==> src/sv/ssm_pkg.sv <==
// Shared types, constants and the seven-segment font for the two-digit display driver.
// No dependencies; every other file of the block refers to this package by scoped name.
package ssm_pkg;

  localparam int unsigned ValueW  = 8;
  localparam int unsigned SegW    = 7;
  localparam int unsigned DigitW  = 4;
  localparam int unsigned HalfW   = 15;
  localparam int unsigned CountW  = 16;
  localparam int unsigned TolW    = 8;
  localparam int unsigned CfgIdxW = 2;
  localparam int unsigned CfgDataW = 16;

  localparam logic [ValueW-1:0] MaxShown = 8'd99;
  localparam logic [HalfW-1:0]  HalfPeriodReset = 15'd50;
  localparam logic [TolW-1:0]   ToleranceReset  = 8'd2;

  // Register indexes of the configuration port.
  localparam logic [CfgIdxW-1:0] CfgFlashHalfPeriod = 2'd0;
  localparam logic [CfgIdxW-1:0] CfgTolerance       = 2'd1;

  localparam logic [SegW-1:0] SegBlank = 7'h00;
  localparam logic [SegW-1:0] SegZero  = 7'h3F;

  // Segment pattern for one decimal digit, bit 0 is segment a.
  function automatic logic [SegW-1:0] seg_font(input logic [DigitW-1:0] digit);
    logic [SegW-1:0] pattern;
    case (digit)
      4'd0: pattern = 7'h3F;
      4'd1: pattern = 7'h06;
      4'd2: pattern = 7'h5B;
      4'd3: pattern = 7'h4F;
      4'd4: pattern = 7'h66;
      4'd5: pattern = 7'h6D;
      4'd6: pattern = 7'h7D;
      4'd7: pattern = 7'h07;
      4'd8: pattern = 7'h7F;
      4'd9: pattern = 7'h6F;
      default: pattern = SegBlank;
    endcase
    return pattern;
  endfunction

endpackage

==> src/sv/ssm_encode.sv <==
// Digit split and segment encoding for the two-digit display driver.
// Depends on ssm_pkg for widths and the segment font.
module ssm_encode (
  input  logic [ssm_pkg::ValueW-1:0] value_i,
  input  logic                       units_phase_i,
  output logic [ssm_pkg::SegW-1:0]   segments_o
);

  logic [ssm_pkg::ValueW-1:0]   sat;
  logic [15:0]                  scaled;
  logic [ssm_pkg::DigitW-1:0]   tens;
  logic [ssm_pkg::ValueW-1:0]   tens_x10;
  logic [ssm_pkg::ValueW-1:0]   units_full;
  logic [ssm_pkg::DigitW-1:0]   units;

  always_comb begin
    sat = (value_i > ssm_pkg::MaxShown) ? ssm_pkg::MaxShown : value_i;
    // Division by ten through the reciprocal 205/2048, exact for values up to 99.
    scaled     = {8'd0, sat} * 16'd205;
    tens       = scaled[14:11];
    tens_x10   = {4'd0, tens} * 8'd10;
    units_full = sat - tens_x10;
    units      = units_full[ssm_pkg::DigitW-1:0];
    if (units_phase_i) begin
      segments_o = ssm_pkg::seg_font(units);
    end else if (tens == 4'd0) begin
      segments_o = ssm_pkg::SegBlank;
    end else begin
      segments_o = ssm_pkg::seg_font(tens);
    end
  end

endmodule

==> src/sv/two_digit_seven_segment_mux_unit.sv <==
// Top level of the multiplexed two-digit seven-segment display driver.
// Depends on ssm_pkg and ssm_encode.
//
//   channel   direction  handshake                 payload
//   input     in         in_valid_i / in_stall_o   shown_value, regulator_on, setpoint, measured
//   result    out        out_valid_o / out_stall_i segments, point_lit, digit_select
//   config    in         cfg_valid_i / cfg_ready_o cfg_index_i, cfg_data_i
//
// A request passes through two registers: accepting it loads the input register, and the
// request moves on into the result register, whose outputs drive the result channel, when that
// register is empty or being drained. One request is taken in every cycle while the result side
// keeps up. After reset the phase is at tens, so the first result drives the units digit, and
// the flash counter is zero. When the result side stalls, one further request is still taken
// into the input register; only with both registers full is in_stall_o raised. Configuration
// writes are always taken.
module two_digit_seven_segment_mux_unit (
  input  logic                         clk_i,
  input  logic                         rst_ni,
  // Input channel.
  input  logic                         in_valid_i,
  output logic                         in_stall_o,
  input  logic [ssm_pkg::ValueW-1:0]   shown_value_i,
  input  logic                         regulator_on_i,
  input  logic [ssm_pkg::ValueW-1:0]   setpoint_i,
  input  logic [ssm_pkg::ValueW-1:0]   measured_i,
  // Result channel.
  output logic                         out_valid_o,
  input  logic                         out_stall_i,
  output logic [ssm_pkg::SegW-1:0]     segments_o,
  output logic                         point_lit_o,
  output logic                         digit_select_o,
  // Configuration channel.
  input  logic                         cfg_valid_i,
  output logic                         cfg_ready_o,
  input  logic [ssm_pkg::CfgIdxW-1:0]  cfg_index_i,
  input  logic [ssm_pkg::CfgDataW-1:0] cfg_data_i
);

  // Configuration registers.
  logic [ssm_pkg::HalfW-1:0] half_q;
  logic [ssm_pkg::TolW-1:0]  tol_q;

  // Input register.
  logic                       in_valid_q;
  logic [ssm_pkg::ValueW-1:0] value_q;
  logic                       reg_on_q;
  logic [ssm_pkg::ValueW-1:0] setpoint_q;
  logic [ssm_pkg::ValueW-1:0] measured_q;

  // Display state.
  logic                       phase_q;
  logic                       phase_d;
  logic [ssm_pkg::CountW-1:0] flash_q;
  logic [ssm_pkg::CountW-1:0] flash_d;

  // Result register.
  logic                       res_valid_q;
  logic [ssm_pkg::SegW-1:0]   segments_q;
  logic                       point_q;
  logic                       select_q;

  logic                       advance;
  logic                       load_res;
  logic                       in_accept;
  logic [ssm_pkg::SegW-1:0]   segments_d;
  logic                       point_d;
  logic [ssm_pkg::ValueW:0]   diff;
  logic                       on_target;
  logic [ssm_pkg::CountW-1:0] flash_inc;

  // The result register can take a new value when it is empty or being drained.
  assign advance   = !res_valid_q || !out_stall_i;
  assign load_res  = in_valid_q && advance;
  assign in_stall_o = in_valid_q && !advance;
  assign in_accept = in_valid_i && !in_stall_o;
  assign cfg_ready_o = 1'b1;

  always_ff @(posedge clk_i or negedge rst_ni) begin
    if (!rst_ni) begin
      half_q <= ssm_pkg::HalfPeriodReset;
      tol_q  <= ssm_pkg::ToleranceReset;
    end else if (cfg_valid_i) begin
      case (cfg_index_i)
        ssm_pkg::CfgFlashHalfPeriod: half_q <= cfg_data_i[ssm_pkg::HalfW-1:0];
        ssm_pkg::CfgTolerance:       tol_q  <= cfg_data_i[ssm_pkg::TolW-1:0];
        default: ;
      endcase
    end
  end

  always_ff @(posedge clk_i or negedge rst_ni) begin
    if (!rst_ni) begin
      in_valid_q <= 1'b0;
    end else if (in_accept) begin
      in_valid_q <= 1'b1;
    end else if (load_res) begin
      in_valid_q <= 1'b0;
    end
  end

  always_ff @(posedge clk_i) begin
    if (in_accept) begin
      value_q    <= shown_value_i;
      reg_on_q   <= regulator_on_i;
      setpoint_q <= setpoint_i;
      measured_q <= measured_i;
    end
  end

  ssm_encode u_encode (
    .value_i       (value_q),
    .units_phase_i (phase_d),
    .segments_o    (segments_d)
  );

  // The phase flips for every request; the decimal point only matters in the units phase, where
  // an active regulator that sits within tolerance of its setpoint makes the point flash.
  always_comb begin
    phase_d   = !phase_q;
    diff      = (setpoint_q >= measured_q) ? ({1'b0, setpoint_q} - {1'b0, measured_q})
                                           : ({1'b0, measured_q} - {1'b0, setpoint_q});
    on_target = diff <= {1'b0, tol_q};
    flash_inc = flash_q + 16'd1;
    flash_d   = flash_q;
    point_d   = 1'b0;
    if (phase_d) begin
      if (reg_on_q && on_target) begin
        point_d = flash_inc >= {1'b0, half_q};
        // The counter wraps once it reaches twice the half-period, also when the half-period
        // was lowered below the current count.
        if ({1'b0, flash_inc} >= {1'b0, half_q, 1'b0}) begin
          flash_d = '0;
        end else begin
          flash_d = flash_inc;
        end
      end else begin
        point_d = reg_on_q;
      end
    end
  end

  always_ff @(posedge clk_i or negedge rst_ni) begin
    if (!rst_ni) begin
      phase_q     <= 1'b0;
      flash_q     <= '0;
      res_valid_q <= 1'b0;
    end else if (advance) begin
      res_valid_q <= in_valid_q;
      if (in_valid_q) begin
        phase_q <= phase_d;
        flash_q <= flash_d;
      end
    end
  end

  always_ff @(posedge clk_i) begin
    if (load_res) begin
      segments_q <= segments_d;
      point_q    <= point_d;
      select_q   <= phase_d;
    end
  end

  assign out_valid_o    = res_valid_q;
  assign segments_o     = segments_q;
  assign point_lit_o    = point_q;
  assign digit_select_o = select_q;

  // The phase moves exactly when a request passes into the result register.
  a_phase_toggles: assert property (@(posedge clk_i) disable iff (!rst_ni)
    load_res |=> phase_q != $past(phase_q))
    else $error("phase did not toggle on a result load");

  a_phase_holds: assert property (@(posedge clk_i) disable iff (!rst_ni)
    !load_res |=> $stable(phase_q) && $stable(flash_q))
    else $error("display state changed without a result load");

  // The shown digit selection follows the phase that the result was built with.
  a_select_matches_phase: assert property (@(posedge clk_i) disable iff (!rst_ni)
    load_res |=> digit_select_o == phase_q)
    else $error("digit selection differs from the phase");

  // Tens phase never lights the point and never shows a leading zero.
  a_tens_phase: assert property (@(posedge clk_i) disable iff (!rst_ni)
    (out_valid_o && !digit_select_o) |-> (!point_lit_o && segments_o != ssm_pkg::SegZero))
    else $error("tens digit shows a point or a leading zero");

  // Flash counter stays unchanged in the tens phase.
  a_flash_tens: assert property (@(posedge clk_i) disable iff (!rst_ni)
    (load_res && !phase_d) |=> $stable(flash_q))
    else $error("flash counter moved in the tens phase");

endmodule

==> config.mk <==
export PLATFORM = sky130hd
export DESIGN_NAME = two_digit_seven_segment_mux_unit
export DESIGN_NICKNAME = d
export VERILOG_FILES = /design/src/sv/ssm_pkg.sv /design/src/sv/ssm_encode.sv /design/src/sv/two_digit_seven_segment_mux_unit.sv
export SDC_FILE = /design/constraint.sdc
export NUM_CORES = 1
export LEC_CHECK = 0
export ABC_AREA = 1
export BUFFER_PORTS_ARGS = -buffer_cell sky130_fd_sc_hd__buf_2
export CORE_UTILIZATION = 30
export DETAILED_ROUTE_END_ITERATION = 6
export PLACE_DENSITY = 0.57
export SYNTH_ARGS = -nofsm -noshare
export SYNTH_HDL_FRONTEND = slang
export SYNTH_SLANG_ARGS = --single-unit
==> constraint.sdc <==
create_clock -name clk_i -period 6.25 [get_ports clk_i]
set_input_delay 0.625 -clock clk_i [delete_from_list [all_inputs] [get_ports clk_i]]
set_output_delay 0.625 -clock clk_i [all_outputs]
set_load 0.03 [all_outputs]
After elaboration in Yosys (flattened, before gate mapping)
Memories as Yosys holds them, arrays and structs flattened.
Index checks and enable logic that the tools add are counted.
Word-level totals
  bits in registers: 76
  latch bits: 0
  memory bits (writable): 0
  bits in read-only memories: 224
  input bits: 48
  word-level logic and storage cells: 53
  memories: 2
Memory list
  (name not given): words 16, bits a word 7, read ports 1, clocked after Yosys merged registers in 0, write ports 0, line ssm_pkg.sv:28  | case (digit)
  (name not given): words 16, bits a word 7, read ports 1, clocked after Yosys merged registers in 0, write ports 0, line ssm_pkg.sv:28
Operators by class
  $add $sub $neg: 4
  $mul: 2
  divide/modulo/power cells: 0
  magnitude comparators: 5
  equal/unequal tests: 1
  shifts and indexed selects: 0
  mux-type cells: 8
  bitwise logic cells: 1
  reduce and logical (&&, ||, !) cells: 17
Operator list (count)
  $sub 8x8->9: 2
  $add 16x1->16 const B: 1
  $ge 16x15->1: 1
  $ge 16x16->1: 1
  $mux 16: 1
  $mul 8x8->15 const B: 1
  $mux 7: 2
  $le 9x8->1: 1
  $mux 9: 1
  $ge 8x8->1: 1
  $gt 8x7->1 const B: 1
  $mux 8: 1
  $reduce_and 2->1: 3
  $logic_not 1->1: 5
  $logic_and 1x1->1: 4
  $logic_not 4->1: 1
  $mul 4x3->3 const B: 1
  $reduce_and 4->1: 1
  $sub 4x4->4: 1
  $mux 1: 3
  $eq 2x1->1 const B: 1
  $logic_not 2->1: 1
  $reduce_bool 2->1: 1
  $logic_or 1x1->1: 1
  $not 1->1: 1

Logic depth before layout (Yosys ltp)
Gate-level depths: netlist (run 1).
  depth in word-level cells: 7
  depth in mapped cells: 33
  mapped depth without buffers: 33

Cells and area by module
A second synthesis (run 1) with hierarchy kept.
Unflattened totals
  cells, all modules: 848
  area, all modules: 6845.3 µm²
By module, submodules not included
  two_digit_seven_segment_mux_unit: instances 1, cells each 550, area an instance 4848.4 µm², sequential area each 2077.0 µm²
  ssm_encode: instances 1, cells each 298, area an instance 1996.9 µm², sequential area each 0.0 µm²

Worst setup path before layout (run 1)
No wires, ideal clock.
  kind: reg-to-reg
  start: register value_q[2] (netlist name)
  end: register segments_q, in the netlist segments_o[5], data pin
  setup time: 0.254 ns
  arrival: 5.149 ns
  setup slack: 0.848 ns
  cell stages (with the launch flop): 29
  buffers on the path: 1
  period minus slack after synthesis: 5.402 ns
  cell sequence: edfxtp_1 nor2_1 nand2_1 nand2_2 nand2_4 nor2_1 inv_1 ha_1 xor2_1 ha_1 fa_1 inv_1 fa_1 inv_1 ha_1 a21oi_2 nor2_1 nor2_1 nand2_1 nand2_1 nand2_1 ha_1 fa_1 clkbuf_1 nor2_1 a21oi_1 nand3_1 nand3_1 nand2_1
On the way
  longest elaborated chain between the ends: 7
  elaborated cells between the ends (all ways): 10
  those cells by class: 1 x add/sub; 2 x mul; 1 x order compare; 3 x mux; 1 x reduce/logical; 2 x memory
Ends and longest elaborated chain
  from (decl): line two_digit_seven_segment_mux_unit.sv:45  | logic [ssm_pkg::ValueW-1:0] value_q;
  from (signal assigned): line two_digit_seven_segment_mux_unit.sv:103  | value_q <= shown_value_i;
  $gt 8x7->1: line ssm_encode.sv:17  | sat = (value_i > ssm_pkg::MaxShown) ? ssm_pkg::MaxShown : value_i;
  $mux 8 (*): line ssm_encode.sv:17
  $mul 8x8->15: line ssm_encode.sv:19  | scaled = {8'd0, sat} * 16'd205;
  $mul 4x3->3: line ssm_encode.sv:21  | tens_x10 = {4'd0, tens} * 8'd10;
  $sub 4x4->4: line ssm_encode.sv:22  | units_full = sat - tens_x10;
  $mem_v2 16x7
  $mux 7 (*): line ssm_encode.sv:24  | if (units_phase_i) begin
  net segments_d (one bit): line two_digit_seven_segment_mux_unit.sv:65  | logic [ssm_pkg::SegW-1:0] segments_d;
  to (signal assigned): line two_digit_seven_segment_mux_unit.sv:158  | segments_q <= segments_d;
  to (decl): line two_digit_seven_segment_mux_unit.sv:58  | logic [ssm_pkg::SegW-1:0] segments_q;
Mark *: on every way through the listed nets, which the timed path passes. The rest lies on a longest branch.
A chain may end at the register's enable or synchronous reset.

Worst setup path after layout (run 1)
  start: register value_q[2] (netlist name)
  end: register segments_q, in the netlist segments_o[6], data pin
Same word-level chain as after synthesis.

==> impl_metrics.csv, run 1 <==
group,metric,value,unit
global_route,grt_overflow_total,0,
detailed_routing,drc,12,
floorplan,start_util,0.308,
yosys,yosysTopAreaCellShare,0.191,
layout,drive_above_1_share,0.173,
critical_path,crit_family,"adder cells",
place,placedCellCount,1127,
floorplan,pin_count,60,
global_route,grt_max_degree,43,
status,violations,"DRC",
layout,layout.cells.non_filler,1143,
clock_network,clk_pin_slew,60,ps
yosys,synth_ff_type,"dfrtp_1",
timing,finalSetupViolCount,0,
yosys,yosysUniqueCellTypes,54,
critical_path,critPathMaxFanout,10,
timing,tightest_slew,979,ps
critical_path,crit_arrival,5850,ps
timing,fin_crit,5750,ps
power,p_per_area,370,nW/um^2
critical_path,endpoint,"segments_o[6]$_DFFE_PP_",
timing,relSlewSlack,0.345,
critical_path,max_stage_delay,540,ps
timing,hold_viol_final,0,
timing,rsz0062_at_grt,"no",
yosys,yosys-top-cells-count,"inv_1 (144), nand2_1 (130), ha_1 (103)",
global_route,grt_pass1_vias,5137,
critical_path,r2r_end,"segments_o[6]$_DFFE_PP_",
global_route,grt_use_total,0.129,
timing,finalClockSkew,8.25,ps
detailed_routing,wl_per_cell,12.3,um
detailed_routing,drt_pass1_iterations,6,
job,cap_viol_max_count,0,
detailed_routing,drt_wl_total,14.1,mm
critical_path,worstSetupPathType,"reg2reg",
status,status,"complete, but fails checks",
layout,final_util,0.349,
detailed_routing,postRouteAntennaNets,0,
yosys,syn-cell-area,6760,um^2
critical_path,cp.depth,29,
global_route,antenna_found_initial,0,
critical_path,cp_num_buf_inv,4,
place,place.gp.congestion,0.817,
clock_network,clkSinkCount,76,
layout,seq_area,2080,um^2
layout,multi_input_area,4050,um^2
clock_network,clock_latency,340,ps
yosys,synth_area_leader_cell,"ha_1",
clock_network,clockRootBuffer,"clkbuf_16",
critical_path,r2r_cells,29,
clock_network,cts_max_path_buffers,2,
power,power,0.00283,W
critical_path,crit_required,6350,ps
yosys,synthArstFlopShare,0.553,
yosys,synth_edf_count,34,
clock_network,numCtsBuffers,9,
yosys,synthCells,796,
layout,num-fill-cells,2231,
floorplan,placementRows,54,
timing,tns,0,ps
detailed_routing,vias,5148,
yosys,synthTopCellsByArea,"ha_1 (19%), edfxtp_1 (15%), dfrtp_1 (14%)",
place,io_buffers,57,
floorplan,fp.dieW,152,um
critical_path,critPathLaunchType,"flop",
place,hpwl,11.4,mm
timing,finalCritPeriodShare,0.920,
critical_path,reg2reg_from,"value_q[2]$_DFFE_PP_",
yosys,ys_ff_latch,76,
critical_path,slowest_stage,"fa_1",
global_route,grt_pass1_wl,24.1,mm
power,power.leakage,3.89,nW
floorplan,core_area,22000,um^2
yosys,yosysWarnings,0,
timing,slew_violations,0,
clock_network,post_cts_resized,0,
timing,fmax,0.174,GHz
clock_network,cts.htree.levels,3,
critical_path,timing.critical_path.mode_cell,"nand2_1",
detailed_routing,viasPerCell,4.50,
critical_path,crit_path_start,"value_q[2]$_DFFE_PP_",
floorplan,dieArea,23100,um^2
min_path,hp-class,"in2async",
yosys,synth_seq_area_share,0.307,
critical_path,worstSetupEndpointType,"flop",
floorplan,die_h,152,um
detailed_routing,drt_iter0_drc,246,
clock_network,cts_setup_buffers,0,
yosys,synth.most_common_cell,"inv_1",
clock_network,cts_hold_buf,0,
clock_network,cts_tree,"built",
layout,nets,1022,
critical_path,rrSetupSlack,500,ps
layout,diodes,0,
yosys,syn_area_per_cell,8.50,um^2
layout,syn_to_final_growth,13.4,%
power,ir_worst_vdd,0.152,mV
## per-stage QoR
step	hold slack [ps]	cell area, um^2	worst slack (ps)
after floorplan	329	6770	848
after global placement	471	7350	535
after CTS	436	7670	466
final	446	7670	502
after detailed placement	475	7350	511
after global routing	439	7670	29.7
## placed cells by master, fill, tap and decap left out, types with 5 or more instances in the layout
cell type,count
inv_1,144
buf_2,57
nand3_1,53
nand2_1,130
conb_1,5
fa_1,13
o21ai_2,12
clkbuf_16,9
a21oi_1,45
nor2_1,45
nand4_1,5
xnor2_1,7
nor3_1,9
xor2_1,17
or2_2,5
ha_1,103
edfxtp_1,34
o21ai_0,40
nand2_2,16
nand3_2,5
dfrtp_1,38
## routing by layer
layer	part of all wire	global-route usage	wire length [um]	vias up
li1	-	-	-	2721
met1	0.48	0.164	6750	2361
met2	0.48	0.221	6720	54
met3	0.028	0.0228	390	12
met4	0.013	0.0418	189	0
met5	0	0	0	-
## worst min-delay path by stage
stage,to,depth (start not counted),slack (ps)
floorplan,flash_q[0]$_DFFE_PN0P_,0,330
global placement,half_q[3]$_DFFE_PN0P_,2,470
detailed placement,half_q[3]$_DFFE_PN0P_,2,470
CTS,measured_q[1]$_DFFE_PP_,1,440
global route,measured_q[3]$_DFFE_PP_,1,440
finish,tol_q[5]$_DFFE_PN0P_,1,450
## flip-flops by register name (all words and copies together) (netlist names)
signal	count
reg_on_q	1
phase_q	1
in_valid_q	1
point_lit_o	1
segments_o	7
value_q	8
flash_q	16
out_valid_o	1
measured_q	8
half_q	15
tol_q	8
setpoint_q	8
digit_select_o	1
## logic make-up (layout without fill, tap and decap cells)
family | after synthesis | in the layout | share of synthesized area
buf+inv | 162 | 226 | 0.0964
simple gates | 291 | 291 | 0.217
other cells | 2 | 5 | 0.00111
compound gates | 121 | 121 | 0.110
fa+ha+maj | 116 | 116 | 0.229
flops | 76 | 76 | 0.307
mux | 3 | 3 | 0.00481
xor+xnor | 25 | 25 | 0.0352
## power by group
part           total [W]  switching (W)  leakage, nW  internal, W
combinational    0.00159        0.00101         2.89     0.000576
sequential      0.000684      0.0000474        0.850     0.000637
clock           0.000561       0.000211        0.150     0.000350
## layout make-up
| class | count | area share |
|---|---|---|
| multi-input cells | 561 | 0.527 |
| inverters | 150 | 0.0744 |
| flip-flops and latches | 76 | 0.271 |
| clock buffers | 10 | 0.0299 |
| well taps | 280 | 0.0457 |
| clock inverters | 6 | 0.0116 |
| repair buffers | 60 | 0.0401 |
No activity file was read; power rests on OpenSTA's default activity.
==> run 2: changes to the inputs <==
==> constraint.sdc (replaced) <==
create_clock -name clk_i -period 7.3 [get_ports clk_i]
set_input_delay 0.73 -clock clk_i [delete_from_list [all_inputs] [get_ports clk_i]]
set_output_delay 0.73 -clock clk_i [all_outputs]
set_load 0.03 [all_outputs]
==> run 2 against run 1 <==
Compared with the run above: largest power group unchanged; via count is 0.85% higher; sequential power down 14%; core utilization is essentially flat; first-iteration DRC count grew 24%; global-route usage up 0.17 points; largest cell class unchanged; clock-buffer cell count did not move; critical path depth unchanged; the run still ends with DRC left; register-to-register slack better by 740 ps; setup slack better by 740 ps; sequential share of layout area barely moved.
==> impl_metrics.csv, run 2 (synthesized netlist as in run 1, its figures left out) <==
group,metric,value,unit
status,violations,"DRC",
layout,diodes,0,
global_route,grt_pass1_vias,5178,
clock_network,clock_latency,350,ps
floorplan,placementRows,54,
min_path,hp-class,"reg2reg",
critical_path,reg2reg_from,"value_q[2]$_DFFE_PP_",
timing,hold-worst-slack,486,ps
critical_path,r2r_end,"segments_o[1]$_DFFE_PP_",
critical_path,critPathMaxFanout,10,
layout,largest_reg_flops,16,
clock_network,clockRootBuffer,"clkbuf_16",
global_route,grt_max_degree,43,
clock_network,cts_max_path_buffers,2,
detailed_routing,topRoutingLayerUsed,"met4",
timing,tightest_slew,988,ps
critical_path,critPathLaunchType,"flop",
clock_network,cts_setup_buffers,0,
clock_network,cts_hold_buf,0,
detailed_routing,drt_iter0_drc,304,
floorplan,fp.dieW,152,um
detailed_routing,drt-met1-wl,6.73,mm
power,p_per_area,318,nW/um^2
job,cap_viol_max_count,0,
layout,nets,1020,
power,ir_worst_vdd,0.120,mV
global_route,antenna_found_initial,0,
place,place.gp.congestion,0.819,
detailed_routing,drc,12,
timing,fin_crit,6050,ps
detailed_routing,vias,5192,
place,io_buffers,57,
layout,layout_common_cells,"inv_1 (144), nand2_1 (130), ha_1 (103)",
critical_path,slowest_stage,"fa_1",
layout,final_area,7660,um^2
detailed_routing,drt_pass1_iterations,7,
clock_network,cts_tree,"built",
timing,slew_violations,0,
floorplan,die_h,152,um
clock_network,clk_pin_slew,60,ps
global_route,grt_use_total,0.131,
detailed_routing,wl_met2,6.79,mm
timing,tns,0,ps
timing,finalCritPeriodShare,0.829,
clock_network,numCtsBuffers,9,
clock_network,clkSinkCount,76,
timing,rsz0062_at_grt,"no",
layout,final_common_cell,"inv_1",
global_route,grt_overflow_total,0,
critical_path,crit_required,7400,ps
critical_path,worstSetupPathType,"reg2reg",
layout,drive_above_1_share,0.172,
min_path,whs_path_depth,2,
clock_network,post_cts_resized,0,
critical_path,worstSetupEndpointType,"flop",
timing,relSlewSlack,0.340,
place,placed_area,7340,um^2
detailed_routing,postRouteAntennaNets,0,
status,status,"complete, but fails checks",
timing,fmax,0.165,GHz
timing,finalClockSkew,7.98,ps
floorplan,core_area,22000,um^2
critical_path,max_stage_delay,540,ps
clock_network,cts.htree.levels,3,
critical_path,r2r_cells,29,
layout,top_register,"flash_q",
min_path,hold_path.startpoint,"half_q[2]$_DFFE_PN0P_",
timing,hold_viol_final,0,
global_route,grt_pass1_wl,24.3,mm
floorplan,start_util,0.308,
critical_path,rrSetupSlack,1250,ps
layout,num-fill-cells,2270,
critical_path,crit_arrival,6150,ps
critical_path,timing.critical_path.mode_cell,"nand2_1",
layout,reg_top3,"flash_q (16), half_q (15)",
place,hpwl,11.5,mm
power,power.leakage,3.88,nW
layout,syn_to_final_growth,13.3,%
timing,finalSetupViolCount,0,
min_path,hold_end,"half_q[2]$_DFFE_PN0P_",
floorplan,pin_count,60,
detailed_routing,routed-wl-met3,431,um
detailed_routing,wl_per_cell,12.4,um
floorplan,dieArea,23100,um^2
detailed_routing,drt_wl_total,14.2,mm
detailed_routing,viasPerCell,4.55,
run 2: per-stage QoR:
step           worst slack, ps  total power, W  instances   util
2_1_floorplan             1900         0.00169        799      -
3_3_place_gp              1280         0.00195       1125  0.334
3_5_place_dp              1240         0.00196       1125  0.334
4_1_cts                   1210         0.00247       1141  0.349
5_1_grt                    823         0.00268       1141  0.349
6_report                  1250         0.00244       1141  0.349
run 2: report_power, final:
part / internal [W] / switching, W
registers: 0.000545 / 0.0000394
logic: 0.000493 / 0.000869
clock network: 0.000303 / 0.000189
run 2: worst max-delay path: cells and delay by family, from the launching register on:
family	cells	cell delay (ps)
fa+ha+maj	7	2530
flops	1	420
compound gates	1	180
xor+xnor	2	400
simple gates	15	1910
buf+inv	4	360
run 2: area by class of cell:
| class | count | area [um^2] | share of cell area |
|---|---|---|---|
| clock buffers | 10 | 229 | 0.0299 |
| clock inverters | 6 | 95.1 | 0.0124 |
| inverters | 150 | 571 | 0.0745 |
| multi-input cells | 561 | 4050 | 0.528 |
| flip-flops and latches | 76 | 2080 | 0.271 |
| well taps | 280 | 350 | 0.0457 |
| repair buffers | 58 | 293 | 0.0382 |
run 2: worst max-delay path by stage:
stage                                    start                      end  slack, ps  depth (start not counted)
after floorplan           value_q[2]$_DFFE_PP_  segments_o[5]$_DFFE_PP_       1900                         28
after global placement    value_q[2]$_DFFE_PP_  segments_o[5]$_DFFE_PP_       1280                         29
after detailed placement  value_q[2]$_DFFE_PP_  segments_o[1]$_DFFE_PP_       1240                         29
after CTS                 value_q[2]$_DFFE_PP_  segments_o[1]$_DFFE_PP_       1210                         29
after global routing      value_q[2]$_DFFE_PP_  segments_o[1]$_DFFE_PP_        820                         29
final                     value_q[2]$_DFFE_PP_  segments_o[1]$_DFFE_PP_       1250                         29
run 2: per-layer routing:
layer / vias to the layer above / track usage
met5: - / 0
met4: 0 / 0.0355
met3: 13 / 0.0276
met2: 67 / 0.227
met1: 2387 / 0.163
li1: 2725 / -
==> run 3: changes to the inputs <==
--- a/config.mk
+++ b/config.mk
@@ -5,7 +5,7 @@
 export SDC_FILE = /design/constraint.sdc
 export NUM_CORES = 1
 export LEC_CHECK = 0
-export ABC_AREA = 1
+export ABC_AREA = 0
 export BUFFER_PORTS_ARGS = -buffer_cell sky130_fd_sc_hd__buf_2
 export CORE_UTILIZATION = 30
 export DETAILED_ROUTE_END_ITERATION = 6
==> constraint.sdc (replaced) <==
create_clock -name clk_i -period 5.6 [get_ports clk_i]
set_input_delay 0.56 -clock clk_i [delete_from_list [all_inputs] [get_ports clk_i]]
set_output_delay 0.56 -clock clk_i [all_outputs]
set_load 0.03 [all_outputs]
==> run 3 against run 2 <==
Compared with the run above: flip-flop and latch count unchanged; largest cell class unchanged; largest power group unchanged; non-clock buffer count rose by 54; via count shrank 8.3%; highest routed layer unchanged; synthesized area decreased by 5.1%; combinational power up 55%; clock skew grew 2.2 ps; clock power is 21% higher; the flow finishes with violations (setup timing); critical endpoint is now segments_o[5]$_DFFE_PP_; sequential share of layout area fell by 0.59 points; routed wire length decreased by 1.9%; first-iteration DRC count fell by 38%; critical path depth rose by 2.
==> impl_metrics.csv, run 3 <==
group,metric,value,unit
detailed_routing,drt_iter0_drc,189,
job,cap_viol_max_count,0,
clock_network,cts.htree.levels,3,
timing,tns,-3010,ps
yosys,synthCells,648,
global_route,grt_use_total,0.138,
detailed_routing,wl_per_cell,13.5,um
yosys,synthSimpleGateAreaFrac,0.112,
timing,finalClockSkew,10.2,ps
critical_path,worstSetupEndpointType,"flop",
status,status,"complete, but fails checks",
layout,drive_above_1_share,0.253,
layout,top_register,"flash_q",
detailed_routing,viasPerCell,4.61,
floorplan,start_util,0.305,
global_route,grt_overflow_total,0,
place,pre_cts_slack,-562,ps
yosys,synth.most_common_cell,"ha_1",
clock_network,clk_pin_slew,60,ps
timing,relSlewSlack,0.347,
yosys,synth_edf_count,34,
clock_network,clockRootBuffer,"clkbuf_16",
layout,syn_to_final_growth,21.9,%
global_route,antenna_found_initial,0,
global_route,grt_pass1_vias,4936,
critical_path,worstSetupPathType,"reg2reg",
detailed_routing,drt_pass1_iterations,4,
power,clkPwrFrac,0.171,
layout,layout_common_cells,"ha_1 (97), inv_1 (89), buf_2 (57)",
power,swShare,0.393,
yosys,yosysTopAreaCellShare,0.201,
timing,hold_viol_final,0,
power,p_switching,0.00136,W
yosys,yosysUniqueCellTypes,66,
critical_path,timing.critical_path.mode_cell,"buf_4",
critical_path,slowest_stage,"fa_1",
timing,fin_crit,6080,ps
clock_network,cts_max_path_buffers,2,
timing,hold-worst-slack,375,ps
timing,slew_violations,0,
yosys,ys_ff_latch,76,
power,power.leakage,3.75,nW
critical_path,critPathLaunchType,"flop",
place,hpwl,10.8,mm
floorplan,core_area,21000,um^2
timing,tightest_slew,979,ps
clock_network,numCtsBuffers,9,
timing,final.setup.worst_slack,-477,ps
clock_network,cts_tree,"built",
yosys,synth_adder_area_share,0.241,
timing,finalCritPeriodShare,1.09,
layout,nets,917,
floorplan,placementRows,53,
yosys,synthMuxAreaShare,0.0347,
power,ir_worst_vdd,0.337,mV
global_route,grt_max_degree,43,
detailed_routing,postRouteAntennaNets,0,
floorplan,dieArea,22000,um^2
power,p_per_area,443,nW/um^2
place,io_buffers,57,
clock_network,clkSinkCount,76,
power,p_comb_frac,0.608,
yosys,synth_xor_area_frac,0.0553,
critical_path,max_stage_delay,520,ps
place,place.gp.congestion,0.808,
critical_path,critPathMaxFanout,3,
detailed_routing,drt_wl_total,13.9,mm
layout,layout.cells.non_filler,1033,
timing,fmax,0.165,GHz
timing,rsz0062_at_grt,"yes",
yosys,synth_compound_area_frac,0.160,
place,placedCellCount,1001,
yosys,synthTopCellsByArea,"ha_1 (20%), edfxtp_1 (16%), dfrtp_1 (15%)",
timing,finalSetupViolCount,7,
min_path,hp-class,"in2async",
yosys,synth_ff_type,"dfrtp_1",
floorplan,pin_count,60,
layout,reg_top3,"flash_q (16), half_q (15)",
yosys,syn-cell-area,6420,um^2
floorplan,fp.dieW,148,um
floorplan,die_h,148,um
critical_path,rrSetupSlack,-480,ps
power,p_seq_frac,0.221,
power,p_int,0.00211,W
detailed_routing,vias,4759,
critical_path,crit_required,5760,ps
global_route,grt_pass1_wl,23.9,mm
clock_network,clock_latency,350,ps
status,violations,"setup timing",
yosys,synth_seq_area_share,0.323,
yosys,yosys-top-cells-count,"ha_1 (103), inv_1 (90), dfrtp_1 (38), nand2_1 (38), o21ai_0 (38)",
yosys,synth_area_leader_cell,"ha_1",
layout,diodes,0,
yosys,synth_top_family_by_area,"adder cells",
critical_path,crit_arrival,6240,ps
detailed_routing,drc,0,
yosys,synthArstFlopShare,0.553,
layout,final_common_cell,"ha_1",
yosys,syn_area_per_cell,9.91,um^2
power,power,0.00347,W
yosys,yosysWarnings,0,
layout,largest_reg_flops,16,
==> run 3: kinds of logic after synthesis <==
logic type / after synthesis
and+or+nand+nor: 139
DFF: 76
buffers and inverters: 111
xor gates and xnor gates: 39
adders and majority gates: 116
AOI/OAI and AO/OA: 145
muxes: 20
other: 2
==> run 3: worst max-delay path, delay by kind of cell (launching register included) <==
| family | cells | cell delay (ps) |
|---|---|---|
| XOR/XNOR | 2 | 280 |
| flip-flops | 1 | 390 |
| AND/OR/NAND/NOR | 3 | 620 |
| adder cells (fa/ha/maj) | 6 | 1910 |
| buffers and inverters | 14 | 1490 |
| AO/OA/AOI/OAI | 6 | 1190 |
==> run 3: layout make-up <==
type | instances | area (um^2)
Clock buffer | 16 | 304
Fill cell | 2100 | 13200
Inverter | 90 | 338
Multi-Input combinational cell | 464 | 4060
Sequential cell | 76 | 2080
Tap cell | 275 | 344
Timing Repair Buffer | 112 | 702
==> run 3: what timing repair did <==
action / in CTS / in global routing
gates resized for setup: 5 / 12
gates cloned: 0 / 0
hold endpoints to repair: 0 / 0
setup endpoints to repair: 7 / 7
setup buffers: 14 / 2
pin swaps: 15 / 10
hold buffers: 0 / 0
==> run 3: path summary, 6_finish.rpt <==
path,from,to,depth (start not counted)
min in group clk_i,shown_value_i[0],value_q[0]$_DFFE_PP_,1
worst max-delay path,value_q[2]$_DFFE_PP_,segments_o[5]$_DFFE_PP_,31
worst min-delay path,rst_ni,half_q[10]$_DFFE_PN0P_,1
max in group asynchronous,rst_ni,half_q[0]$_DFFE_PN0P_,1
worst max register to register,value_q[2]$_DFFE_PP_,segments_o[5]$_DFFE_PP_,31
worst min register to register,in_valid_q$_DFFE_PN0P_,out_valid_o$_DFFE_PN0N_,1
==> run 3: through the flow <==
| stage | utilization | area [um^2] |
|---|---|---|
| final | 0.372 | 7830 |
| after global routing | 0.372 | 7830 |
| after CTS | 0.368 | 7740 |
| after detailed placement | 0.348 | 7320 |
| after global placement | 0.348 | 7320 |
| after floorplan | - | 6530 |
==> run 3: power groups by stage <==
stage / logic [W] / registers, W / clock network (W)
after CTS: 0.00197 / 0.000768 / 0.000617
after global placement: 0.00170 / 0.000776 / 0
final: 0.00211 / 0.000767 / 0.000593
after floorplan: 0.00120 / 0.000823 / 0
after global routing: 0.00235 / 0.000781 / 0.000635
after detailed placement: 0.00173 / 0.000779 / 0
==> run 3: metal layers <==
layer	up-vias	part of all wire	wire length, um	global-route usage
met5	-	0	0	0
met4	0	0.016	226	0.0464
met3	15	0.038	530	0.0270
met2	76	0.47	6590	0.233
met1	2196	0.47	6560	0.177
li1	2472	-	-	-
